### src/smx_pkg.sv
`timescale 1ns / 1ps
// ----------------------------------------------------------------------------
// smx_pkg
// shared types and constants of the two-stack machine execute core
// ----------------------------------------------------------------------------
package smx_pkg;

  localparam int DATA_DEPTH_DEF   = 16;
  localparam int RETURN_DEPTH_DEF = 16;
  localparam int DATA_WIDTH_DEF   = 32;
  localparam int ADDR_BITS_DEF    = 8;

  localparam int OPCODE_W   = 3;
  localparam int OPERAND_W  = 32;
  localparam int CFG_W      = 8;
  localparam int IN_TDATA_W = ((OPCODE_W + OPERAND_W + 7) / 8) * 8;

  localparam logic [CFG_W-1:0] START_ADDR_RST = '0;

  typedef enum logic [OPCODE_W-1:0] {
    OP_PUSH  = 3'd0,
    OP_ADD   = 3'd1,
    OP_PRINT = 3'd2,
    OP_EXIT  = 3'd3,
    OP_CALL  = 3'd4,
    OP_RET   = 3'd5
  } opcode_t;

  typedef enum logic [1:0] {
    ST_OK    = 2'd0,
    ST_OVER  = 2'd1,
    ST_UNDER = 2'd2
  } status_t;

  typedef enum logic [2:0] {
    EX_HOLD,
    EX_ADV,
    EX_PUSH,
    EX_ADD,
    EX_PRINT,
    EX_CALL,
    EX_RET
  } ex_kind_t;

  typedef struct packed {
    ex_kind_t kind;
    status_t  status;
    logic     halted;
  } ex_ctrl_t;

endpackage

### src/stack_machine_execute_core.sv
`timescale 1ns / 1ps
// ----------------------------------------------------------------------------
// stack_machine_execute_core
// execute unit of a two-stack machine with data and return stacks in memory
// ----------------------------------------------------------------------------
// Takes one instruction word per cycle while the output side is ready, and
// returns one result word for each, registered in the execute stage and then
// in the output register and held there while the output side is not ready.
// A decode stage keeps the stack depths and the halt flag, checks for overflow
// and underflow and reads the stack memories. An execute stage, once the
// registered memory read has returned, holds the instruction pointer, does
// the add and writes back, with the previous write forwarded. The stacks are
// not cleared at reset; only entries below the current depth are ever used.
// The start address register is taken once after reset; a failed push, add,
// print, call or return leaves all state and the pointer unchanged.
// ----------------------------------------------------------------------------
module stack_machine_execute_core
  import smx_pkg::*;
#(
  parameter int DATA_DEPTH   = DATA_DEPTH_DEF,
  parameter int RETURN_DEPTH = RETURN_DEPTH_DEF,
  parameter int DATA_WIDTH   = DATA_WIDTH_DEF,
  parameter int ADDR_BITS    = ADDR_BITS_DEF,
  localparam int OUT_W       = ADDR_BITS + DATA_WIDTH + 4,
  localparam int OUT_TDATA_W = ((OUT_W + 7) / 8) * 8
) (
  input  logic                   clk,
  input  logic                   rst_n,
  // opcode, operand
  input  logic [IN_TDATA_W-1:0]  in_tdata,
  input  logic                   in_tvalid,
  output logic                   in_tready,
  // next_address, print_valid, print_value, halted, status
  output logic [OUT_TDATA_W-1:0] out_tdata,
  output logic                   out_tvalid,
  input  logic                   out_tready,
  input  logic [CFG_W-1:0]       cfg_data,
  input  logic                   cfg_valid,
  output logic                   cfg_ready
);

  localparam int DAW = $clog2(DATA_DEPTH);
  localparam int RAW = $clog2(RETURN_DEPTH);

  logic [CFG_W-1:0]      start_addr_r;
  opcode_t               opcode;
  logic [OPERAND_W-1:0]  operand;
  logic                  accept;
  ex_ctrl_t              ctrl;
  logic [DAW-1:0]        d_raddr_a, d_raddr_b, d_waddr_iss, d_waddr;
  logic [RAW-1:0]        r_raddr, r_waddr_iss, r_waddr;
  logic [DATA_WIDTH-1:0] d_top, d_second, d_wdata;
  logic [ADDR_BITS-1:0]  r_top, r_wdata;
  logic                  d_we, r_we;

  logic [ADDR_BITS-1:0]  next_address;
  logic                  print_valid;
  logic [DATA_WIDTH-1:0] print_value;
  logic                  halted;
  status_t               status;

  assign cfg_ready = 1'b1;

  always_ff @(posedge clk) begin
    if (!rst_n) begin
      start_addr_r <= START_ADDR_RST;
    end else if (cfg_valid && cfg_ready) begin
      start_addr_r <= cfg_data;
    end
  end

  assign opcode  = opcode_t'(in_tdata[OPCODE_W-1:0]);
  assign operand = in_tdata[OPCODE_W +: OPERAND_W];

  smx_issue #(
    .DATA_DEPTH   (DATA_DEPTH),
    .RETURN_DEPTH (RETURN_DEPTH)
  ) u_issue (
    .clk       (clk),
    .rst_n     (rst_n),
    .accept    (accept),
    .opcode    (opcode),
    .ctrl      (ctrl),
    .d_raddr_a (d_raddr_a),
    .d_raddr_b (d_raddr_b),
    .d_waddr   (d_waddr_iss),
    .r_raddr   (r_raddr),
    .r_waddr   (r_waddr_iss)
  );

  smx_dstack #(
    .WIDTH (DATA_WIDTH),
    .DEPTH (DATA_DEPTH)
  ) u_dstack (
    .clk     (clk),
    .rst_n   (rst_n),
    .re      (accept),
    .raddr_a (d_raddr_a),
    .raddr_b (d_raddr_b),
    .we      (d_we),
    .waddr   (d_waddr),
    .wdata   (d_wdata),
    .rdata_a (d_top),
    .rdata_b (d_second)
  );

  smx_rstack #(
    .WIDTH (ADDR_BITS),
    .DEPTH (RETURN_DEPTH)
  ) u_rstack (
    .clk   (clk),
    .rst_n (rst_n),
    .re    (accept),
    .raddr (r_raddr),
    .we    (r_we),
    .waddr (r_waddr),
    .wdata (r_wdata),
    .rdata (r_top)
  );

  smx_exec #(
    .DATA_WIDTH   (DATA_WIDTH),
    .ADDR_BITS    (ADDR_BITS),
    .DATA_DEPTH   (DATA_DEPTH),
    .RETURN_DEPTH (RETURN_DEPTH)
  ) u_exec (
    .clk              (clk),
    .rst_n            (rst_n),
    .in_valid         (in_tvalid),
    .in_ready         (in_tready),
    .accept           (accept),
    .ctrl_in          (ctrl),
    .operand_in       (operand),
    .d_waddr_in       (d_waddr_iss),
    .r_waddr_in       (r_waddr_iss),
    .start_addr       (start_addr_r),
    .d_top            (d_top),
    .d_second         (d_second),
    .r_top            (r_top),
    .d_we             (d_we),
    .d_waddr          (d_waddr),
    .d_wdata          (d_wdata),
    .r_we             (r_we),
    .r_waddr          (r_waddr),
    .r_wdata          (r_wdata),
    .out_valid        (out_tvalid),
    .out_ready        (out_tready),
    .out_next_address (next_address),
    .out_print_valid  (print_valid),
    .out_print_value  (print_value),
    .out_halted       (halted),
    .out_status       (status)
  );

  assign out_tdata = OUT_TDATA_W'({status, halted, print_value, print_valid, next_address});

endmodule

### src/smx_issue.sv
`timescale 1ns / 1ps
// ----------------------------------------------------------------------------
// smx_issue
// decode stage: tracks stack depths and halt, checks bounds, sets stack
// read and write addresses
// ----------------------------------------------------------------------------
module smx_issue
  import smx_pkg::*;
#(
  parameter int DATA_DEPTH   = DATA_DEPTH_DEF,
  parameter int RETURN_DEPTH = RETURN_DEPTH_DEF,
  localparam int DCW = $clog2(DATA_DEPTH + 1),
  localparam int DAW = $clog2(DATA_DEPTH),
  localparam int RCW = $clog2(RETURN_DEPTH + 1),
  localparam int RAW = $clog2(RETURN_DEPTH)
) (
  input  logic           clk,
  input  logic           rst_n,
  input  logic           accept,
  input  opcode_t        opcode,
  output ex_ctrl_t       ctrl,
  output logic [DAW-1:0] d_raddr_a,
  output logic [DAW-1:0] d_raddr_b,
  output logic [DAW-1:0] d_waddr,
  output logic [RAW-1:0] r_raddr,
  output logic [RAW-1:0] r_waddr
);

  logic [DCW-1:0] dd_r, dd_nxt;
  logic [RCW-1:0] rd_r, rd_nxt;
  logic           halt_r, halt_nxt;
  logic [DCW-1:0] dd_m1, dd_m2;
  logic [RCW-1:0] rd_m1;

  assign dd_m1 = dd_r - DCW'(1);
  assign dd_m2 = dd_r - DCW'(2);
  assign rd_m1 = rd_r - RCW'(1);

  assign d_raddr_a = dd_m1[DAW-1:0];
  assign d_raddr_b = dd_m2[DAW-1:0];
  assign r_raddr   = rd_m1[RAW-1:0];
  assign r_waddr   = rd_r[RAW-1:0];

  always_comb begin
    dd_nxt      = dd_r;
    rd_nxt      = rd_r;
    halt_nxt    = halt_r;
    ctrl.kind   = EX_HOLD;
    ctrl.status = ST_OK;
    d_waddr     = dd_m2[DAW-1:0];
    if (!halt_r) begin
      unique case (opcode)
        OP_PUSH: begin
          d_waddr = dd_r[DAW-1:0];
          if (dd_r == DCW'(DATA_DEPTH)) begin
            ctrl.status = ST_OVER;
          end else begin
            ctrl.kind = EX_PUSH;
            dd_nxt    = dd_r + DCW'(1);
          end
        end
        OP_ADD: begin
          if (dd_r < DCW'(2)) begin
            ctrl.status = ST_UNDER;
          end else begin
            ctrl.kind = EX_ADD;
            dd_nxt    = dd_m1;
          end
        end
        OP_PRINT: begin
          if (dd_r == '0) begin
            ctrl.status = ST_UNDER;
          end else begin
            ctrl.kind = EX_PRINT;
            dd_nxt    = dd_m1;
          end
        end
        OP_EXIT: begin
          ctrl.kind = EX_ADV;
          halt_nxt  = 1'b1;
        end
        OP_CALL: begin
          if (rd_r == RCW'(RETURN_DEPTH)) begin
            ctrl.status = ST_OVER;
          end else begin
            ctrl.kind = EX_CALL;
            rd_nxt    = rd_r + RCW'(1);
          end
        end
        OP_RET: begin
          if (rd_r == '0) begin
            ctrl.status = ST_UNDER;
          end else begin
            ctrl.kind = EX_RET;
            rd_nxt    = rd_m1;
          end
        end
        default: begin
          ctrl.kind = EX_ADV;
        end
      endcase
    end
    ctrl.halted = halt_nxt;
  end

  always_ff @(posedge clk) begin
    if (!rst_n) begin
      dd_r   <= '0;
      rd_r   <= '0;
      halt_r <= 1'b0;
    end else if (accept) begin
      dd_r   <= dd_nxt;
      rd_r   <= rd_nxt;
      halt_r <= halt_nxt;
    end
  end

endmodule

### src/smx_dstack.sv
`timescale 1ns / 1ps
// ----------------------------------------------------------------------------
// smx_dstack
// data stack memory: one write port, two registered read ports, with
// forwarding of the write that lands on the read edge
// ----------------------------------------------------------------------------
module smx_dstack
  import smx_pkg::*;
#(
  parameter int WIDTH = DATA_WIDTH_DEF,
  parameter int DEPTH = DATA_DEPTH_DEF,
  localparam int AW = $clog2(DEPTH)
) (
  input  logic             clk,
  input  logic             rst_n,
  input  logic             re,
  input  logic [AW-1:0]    raddr_a,
  input  logic [AW-1:0]    raddr_b,
  input  logic             we,
  input  logic [AW-1:0]    waddr,
  input  logic [WIDTH-1:0] wdata,
  output logic [WIDTH-1:0] rdata_a,
  output logic [WIDTH-1:0] rdata_b
);

  logic [WIDTH-1:0] mem [DEPTH];
  logic [WIDTH-1:0] q_a_r, q_b_r;
  logic [AW-1:0]    ra_a_r, ra_b_r;
  logic             fwd_v_r;
  logic [AW-1:0]    fwd_addr_r;
  logic [WIDTH-1:0] fwd_data_r;

  always_ff @(posedge clk) begin
    if (we) begin
      mem[waddr] <= wdata;
    end
    if (re) begin
      q_a_r  <= mem[raddr_a];
      q_b_r  <= mem[raddr_b];
      ra_a_r <= raddr_a;
      ra_b_r <= raddr_b;
    end
  end

  always_ff @(posedge clk) begin
    if (!rst_n) begin
      fwd_v_r <= 1'b0;
    end else if (we) begin
      fwd_v_r <= 1'b1;
    end
  end

  always_ff @(posedge clk) begin
    if (we) begin
      fwd_addr_r <= waddr;
      fwd_data_r <= wdata;
    end
  end

  assign rdata_a = (fwd_v_r && fwd_addr_r == ra_a_r) ? fwd_data_r : q_a_r;
  assign rdata_b = (fwd_v_r && fwd_addr_r == ra_b_r) ? fwd_data_r : q_b_r;

endmodule

### src/smx_rstack.sv
`timescale 1ns / 1ps
// ----------------------------------------------------------------------------
// smx_rstack
// return stack memory: one write port, one registered read port, with
// forwarding of the write that lands on the read edge
// ----------------------------------------------------------------------------
module smx_rstack
  import smx_pkg::*;
#(
  parameter int WIDTH = ADDR_BITS_DEF,
  parameter int DEPTH = RETURN_DEPTH_DEF,
  localparam int AW = $clog2(DEPTH)
) (
  input  logic             clk,
  input  logic             rst_n,
  input  logic             re,
  input  logic [AW-1:0]    raddr,
  input  logic             we,
  input  logic [AW-1:0]    waddr,
  input  logic [WIDTH-1:0] wdata,
  output logic [WIDTH-1:0] rdata
);

  logic [WIDTH-1:0] mem [DEPTH];
  logic [WIDTH-1:0] q_r;
  logic [AW-1:0]    ra_r;
  logic             fwd_v_r;
  logic [AW-1:0]    fwd_addr_r;
  logic [WIDTH-1:0] fwd_data_r;

  always_ff @(posedge clk) begin
    if (we) begin
      mem[waddr] <= wdata;
    end
    if (re) begin
      q_r  <= mem[raddr];
      ra_r <= raddr;
    end
  end

  always_ff @(posedge clk) begin
    if (!rst_n) begin
      fwd_v_r <= 1'b0;
    end else if (we) begin
      fwd_v_r <= 1'b1;
    end
  end

  always_ff @(posedge clk) begin
    if (we) begin
      fwd_addr_r <= waddr;
      fwd_data_r <= wdata;
    end
  end

  assign rdata = (fwd_v_r && fwd_addr_r == ra_r) ? fwd_data_r : q_r;

endmodule

### src/smx_exec.sv
`timescale 1ns / 1ps
// ----------------------------------------------------------------------------
// smx_exec
// execute stage: instruction pointer, adder, stack write-back and the
// output register
// ----------------------------------------------------------------------------
module smx_exec
  import smx_pkg::*;
#(
  parameter int DATA_WIDTH   = DATA_WIDTH_DEF,
  parameter int ADDR_BITS    = ADDR_BITS_DEF,
  parameter int DATA_DEPTH   = DATA_DEPTH_DEF,
  parameter int RETURN_DEPTH = RETURN_DEPTH_DEF,
  localparam int DAW = $clog2(DATA_DEPTH),
  localparam int RAW = $clog2(RETURN_DEPTH)
) (
  input  logic                  clk,
  input  logic                  rst_n,
  input  logic                  in_valid,
  output logic                  in_ready,
  output logic                  accept,
  input  ex_ctrl_t              ctrl_in,
  input  logic [OPERAND_W-1:0]  operand_in,
  input  logic [DAW-1:0]        d_waddr_in,
  input  logic [RAW-1:0]        r_waddr_in,
  input  logic [CFG_W-1:0]      start_addr,
  input  logic [DATA_WIDTH-1:0] d_top,
  input  logic [DATA_WIDTH-1:0] d_second,
  input  logic [ADDR_BITS-1:0]  r_top,
  output logic                  d_we,
  output logic [DAW-1:0]        d_waddr,
  output logic [DATA_WIDTH-1:0] d_wdata,
  output logic                  r_we,
  output logic [RAW-1:0]        r_waddr,
  output logic [ADDR_BITS-1:0]  r_wdata,
  output logic                  out_valid,
  input  logic                  out_ready,
  output logic [ADDR_BITS-1:0]  out_next_address,
  output logic                  out_print_valid,
  output logic [DATA_WIDTH-1:0] out_print_value,
  output logic                  out_halted,
  output status_t               out_status
);

  logic                  s1_v_r;
  ex_ctrl_t              s1_ctrl_r;
  logic [OPERAND_W-1:0]  s1_operand_r;
  logic [DAW-1:0]        s1_dwa_r;
  logic [RAW-1:0]        s1_rwa_r;
  logic                  s1_fire;

  logic [ADDR_BITS-1:0]  ip_r, ip_nxt, ip_adv;
  logic                  boot_r;

  logic                  out_v_r;
  logic [ADDR_BITS-1:0]  out_addr_r;
  logic                  out_pv_r;
  logic [DATA_WIDTH-1:0] out_pval_r;
  logic                  out_halt_r;
  status_t               out_st_r;

  logic [DATA_WIDTH-1:0] sum;
  logic                  pv;

  assign s1_fire  = s1_v_r && (!out_v_r || out_ready);
  assign in_ready = !s1_v_r || s1_fire;
  assign accept   = in_valid && in_ready;

  assign ip_adv = ip_r + ADDR_BITS'(1);
  assign sum    = d_second + d_top;
  assign pv     = (s1_ctrl_r.kind == EX_PRINT);

  always_comb begin
    unique case (s1_ctrl_r.kind)
      EX_HOLD:  ip_nxt = ip_r;
      EX_CALL:  ip_nxt = ADDR_BITS'(s1_operand_r);
      EX_RET:   ip_nxt = r_top;
      default:  ip_nxt = ip_adv;
    endcase
  end

  assign d_we    = s1_fire && (s1_ctrl_r.kind == EX_PUSH || s1_ctrl_r.kind == EX_ADD);
  assign d_waddr = s1_dwa_r;
  assign d_wdata = (s1_ctrl_r.kind == EX_PUSH) ? DATA_WIDTH'(s1_operand_r) : sum;
  assign r_we    = s1_fire && (s1_ctrl_r.kind == EX_CALL);
  assign r_waddr = s1_rwa_r;
  assign r_wdata = ip_adv;

  always_ff @(posedge clk) begin
    if (!rst_n) begin
      s1_v_r  <= 1'b0;
      out_v_r <= 1'b0;
      boot_r  <= 1'b1;
      ip_r    <= '0;
    end else begin
      boot_r <= 1'b0;
      if (accept) begin
        s1_v_r <= 1'b1;
      end else if (s1_fire) begin
        s1_v_r <= 1'b0;
      end
      if (s1_fire) begin
        out_v_r <= 1'b1;
      end else if (out_ready) begin
        out_v_r <= 1'b0;
      end
      if (boot_r) begin
        ip_r <= ADDR_BITS'(start_addr);
      end else if (s1_fire) begin
        ip_r <= ip_nxt;
      end
    end
  end

  always_ff @(posedge clk) begin
    if (accept) begin
      s1_ctrl_r    <= ctrl_in;
      s1_operand_r <= operand_in;
      s1_dwa_r     <= d_waddr_in;
      s1_rwa_r     <= r_waddr_in;
    end
    if (s1_fire) begin
      out_addr_r <= ip_nxt;
      out_pv_r   <= pv;
      out_pval_r <= pv ? d_top : '0;
      out_halt_r <= s1_ctrl_r.halted;
      out_st_r   <= s1_ctrl_r.status;
    end
  end

  assign out_valid        = out_v_r;
  assign out_next_address = out_addr_r;
  assign out_print_valid  = out_pv_r;
  assign out_print_value  = out_pval_r;
  assign out_halted       = out_halt_r;
  assign out_status       = out_st_r;

endmodule
### config.mk
export PLATFORM = sky130hd
export DESIGN_NAME = stack_machine_execute_core
export DESIGN_NICKNAME = d
export VERILOG_FILES = /design/src/smx_pkg.sv /design/src/stack_machine_execute_core.sv /design/src/smx_issue.sv /design/src/smx_dstack.sv /design/src/smx_rstack.sv /design/src/smx_exec.sv
export SDC_FILE = /design/constraint.sdc
export NUM_CORES = 1
export LEC_CHECK = 0
export BUFFER_PORTS_ARGS = -buffer_cell sky130_fd_sc_hd__buf_2
export CORE_MARGIN = 3
export CORE_UTILIZATION = 35
export DETAILED_ROUTE_END_ITERATION = 7
export PLACE_DENSITY_LB_ADDON = 0.1
export REMOVE_ABC_BUFFERS = 1
export SETUP_SLACK_MARGIN = 0.4
export SYNTH_ARGS = -nofsm -noshare
export SYNTH_HDL_FRONTEND = slang
export SYNTH_SLANG_ARGS = --single-unit
### constraint.sdc
create_clock -name clk -period 9 [get_ports clk]
set_input_delay 0.45 -clock clk [delete_from_list [all_inputs] [get_ports clk]]
set_output_delay 0.45 -clock clk [all_outputs]
set_load 0.02 [all_outputs]
==> impl_metrics.yaml <==
setup_path:
  timing.setup.critical_path_class: "register to register"
  cp_cell_sequence: "xnor2_1, and3_1, nand2_2, mux2i_1, inv_1, ha_1, a211oi_1, o211ai_1, a31oi_1, a41oi_1, nor3_1, o31ai_4, nand4_2, a31oi_4, a41oi_1, xor2_1, o21ai_1"
  arrival_ps: 6550
  critical_path.most_common_cell: "a41oi_1"
  critical_path.max_stage_delay_ps: 920
  critPathRequiredTime_ps: 9300
  crit_slowest_cell: "o21ai_1"
  ff2ff_setup_slack_ps: 2740
  critPathLaunchType: "register"
  r2r.worst_path.cells: 17
  maximum_fanout_along_the_worst_path: 26
  worstSetupEndpointType: "register"
drt:
  drt_pass_1_iters: 5
  num_vias: 22530
  drc: 0
  routed_wire_length_per_instance_um: 28.48
  drtIter0Drc: 2046
  postRouteWirelength_um: 115200
  vias_per_cell: 5.571
  ant_nets: 0
clocking:
  cts_tree: "built"
  post-cts-setup-buffer-count: 0
  clock_sinks: 893
  worst_skew_pair.late_latency_ps: 680
  postCtsResizedCells: 0
  clockRootBuffer: "clkbuf_16"
  cts_max_level: 3
  path_clk_slew_ps: 60
  clock_tree_buffer_depth: 3
  tritoncts.num_buffers: 103
synthesis:
  synth_area_leaders: "edfxtp_1 (64%), mux4_2 (20%), nand2_1 (2.0%), dfxtp_1 (1.6%), nor2_1 (1.2%)"
  post-synth-top-area-cell: "edfxtp_1"
  synthFlopType: "edfxtp_1"
  synth.top_cell.area_share: 0.6396
  ys_ff_latch: 893
  post_synth_num_cell_types: 89
  synth_edf_count: 861
  summed_instance_area_of_the_synthesized_netlist_um2: 40420
  synthesis.instances: 2282
  synthesis.area_per_instance_um2: 17.71
  asyncSetResetFlopFracSynth: 0
  synth-warning-count: 0
  ys_seq_area_frac: 0.6554
power:
  power_leakage_uw: 0.01499
  power-per-cell-area_nw_per_um2: 242.2
  vdd_drop_max_uv: 182.1
cells_and_area:
  layout.cells.most_common: "edfxtp_1"
  final_design_area_no_fill_um2: 46800
  diodes: 0
  area_growth_syn_to_layout_pct: 15.77
  drive_above_1_share: 0.2887
  most-common-layout-cells: "edfxtp_1 (861), mux4_2 (360), nand2_1 (212)"
  fin_nets: 2540
floorplan:
  die_x_um: 345.8
  placeableCoreArea_um2: 114500
  pin_count: 104
  core.rowCount: 124
  start_util: 0.3530
  die-height_um: 345.8
  die_area_um2: 119600
timing:
  worst_setup_skew_after_layout_ps: 28.54
  period_needed_ps: 6258
  finalHoldViolCount: 0
  finalMaxSlewViolations: 0
  worstMarginPinSlew_ps: 1281
  number_of_failing_setup_endpoints_in_the_final_timing_report: 0
  period_share: 0.6953
  max_freq_ghz: 0.1598
  rsz0062_at_grt: "no"
  worst_slack_ps: 2742
  max_slew_margin: 0.1462
grt:
  first_global_vias: 23530
  grt_first_pass_wirelength_um: 166200
  grt.overflow.total: 0
  grt_max_degree: 130
  number_of_antenna_violations_at_the_first_check_in_global_routing: 1
  grtUsageTotal: 0.1915
placed_design:
  numPortBuffers: 93
  preCtsSetupSlack_ps: 2753
  post_dp_cell_area_um2: 42960
  place_congestion: 0.7870
  dpl.hpwl_um: 66110
outcome:
  status: "complete, no violations"
run:
  drv_cap: 0
worst_hold_path:
  whs_path_depth: 4
  hold_path.class: "input pin to register"
metrics by stage:
stage,hold slack (ps),utilization,power (uW),instances,TNS [ps]
5_1_grt,97.96,0.4087,11790,4044,0
3_3_place_gp,417.8,0.3752,7100,3814,0
6_report,84.21,0.4087,11330,4044,0
2_1_floorplan,400.3,-,6620,2150,-363620
3_5_place_dp,410.5,0.3752,7154,3814,0
4_1_cts,22.42,0.4086,11460,4043,0
cell usage after synthesis (3+ instances only):
master,number
or3_1,6
nand2b_1,14
mux2i_1,23
a21oi_1,86
o31ai_1,5
nand4_1,4
o21ai_1,9
nor2_1,128
edfxtp_1,861
a21o_1,14
o211ai_1,6
nand3b_1,7
nor2b_1,8
a22oi_1,3
and4_1,4
xor2_1,29
nand3_1,27
clkbuf_1,96
and2_1,7
o22a_1,7
inv_1,34
a41oi_1,6
ha_1,38
mux4_2,360
o2111ai_1,3
o21a_1,4
buf_4,10
or3b_2,3
a31oi_1,6
dfxtp_1,32
buf_1,26
o21ai_0,42
nor3_1,28
a211oi_1,7
nor3b_1,4
or2_2,3
nand2_1,214
o22ai_1,8
and3_1,6
xnor2_1,41
state kept, by name, indices dropped and copies added, names as in the netlist, 3 cells and up:
signal,cells
u_issue.dd_r,5
u_exec.out_print_value,32
u_rstack.mem,128
u_dstack.mem,512
u_exec.d_waddr,4
u_exec.ip_r,8
u_dstack.q_b_r,32
u_exec.out_next_address,8
u_issue.rd_r,5
u_exec.s1_operand_r,32
u_dstack.ra_b_r,3
u_rstack.fwd_data_r,8
u_dstack.q_a_r,32
start_addr_r,8
u_rstack.ra_r,4
u_dstack.fwd_data_r,32
u_rstack.q_r,8
u_rstack.fwd_addr_r,4
u_dstack.ra_a_r,4
u_dstack.fwd_addr_r,4
u_exec.r_waddr,4
u_exec.s1_ctrl_r,6
cell families after synthesis:
| group | share of synthesized area |
|---|---|
| XOR/XNOR | 0.01517 |
| AND/OR/NAND/NOR | 0.05308 |
| flip-flops | 0.6554 |
| buffers and inverters | 0.01705 |
| AO/OA/AOI/OAI | 0.03974 |
| adder cells (fa/ha/maj) | 0.01278 |
| multiplexers | 0.2065 |
| other | 0.0001858 |
critical path: cells and delay by family, from the launching register on:
kind | cells | cell delay [ps]
compound gates | 8 | 2750
xor+xnor | 2 | 390
fa+ha+maj | 1 | 320
buf+inv | 1 | 90
flops | 1 | 430
mux | 1 | 550
simple gates | 4 | 1320
final timing paths:
| path | startpoint | to |
|---|---|---|
| hold / removal | out_tready | u_exec.out_valid |
| setup / recovery | u_dstack.fwd_addr_r[3] | u_dstack.mem[10][27] |
| setup reg to reg | u_dstack.fwd_addr_r[3] | u_dstack.mem[10][27] |
| hold reg to reg | u_exec.s1_ctrl_r[2] | u_exec.out_status[1] |
power by group:
group | switching [uW] | total [uW] | internal (uW)
combinational | 1160 | 1830 | 672
clock | 1700 | 4260 | 2560
sequential | 90.2 | 5240 | 5150
total | 2950 | 11300 | 8380
layer usage:
metal	up-vias	part of all wire	track usage
met3	161	0.055	0.02827
met4	0	0.027	0.06068
met1	12070	0.43	0.2624
li1	9642	-	-
met5	-	0	0
met2	662	0.49	0.3162
layout make-up:
class	instances	area (um^2)
Clock buffer	126	2706
Timing Repair Buffer	193	1341
Inverter	36	136.4
Tap cell	1512	1892
Multi-Input combinational cell	1221	13510
Clock inverter	63	711.9
Sequential cell	893	26500
Fill cell	10200	67700
what timing repair did:
item / CTS / global route
endpoints found under the setup margin: 0 / 0
hold endpoints to repair: 40 / 0
hold buffers: 40 / 0
Power figures use the tool's default switching activity.
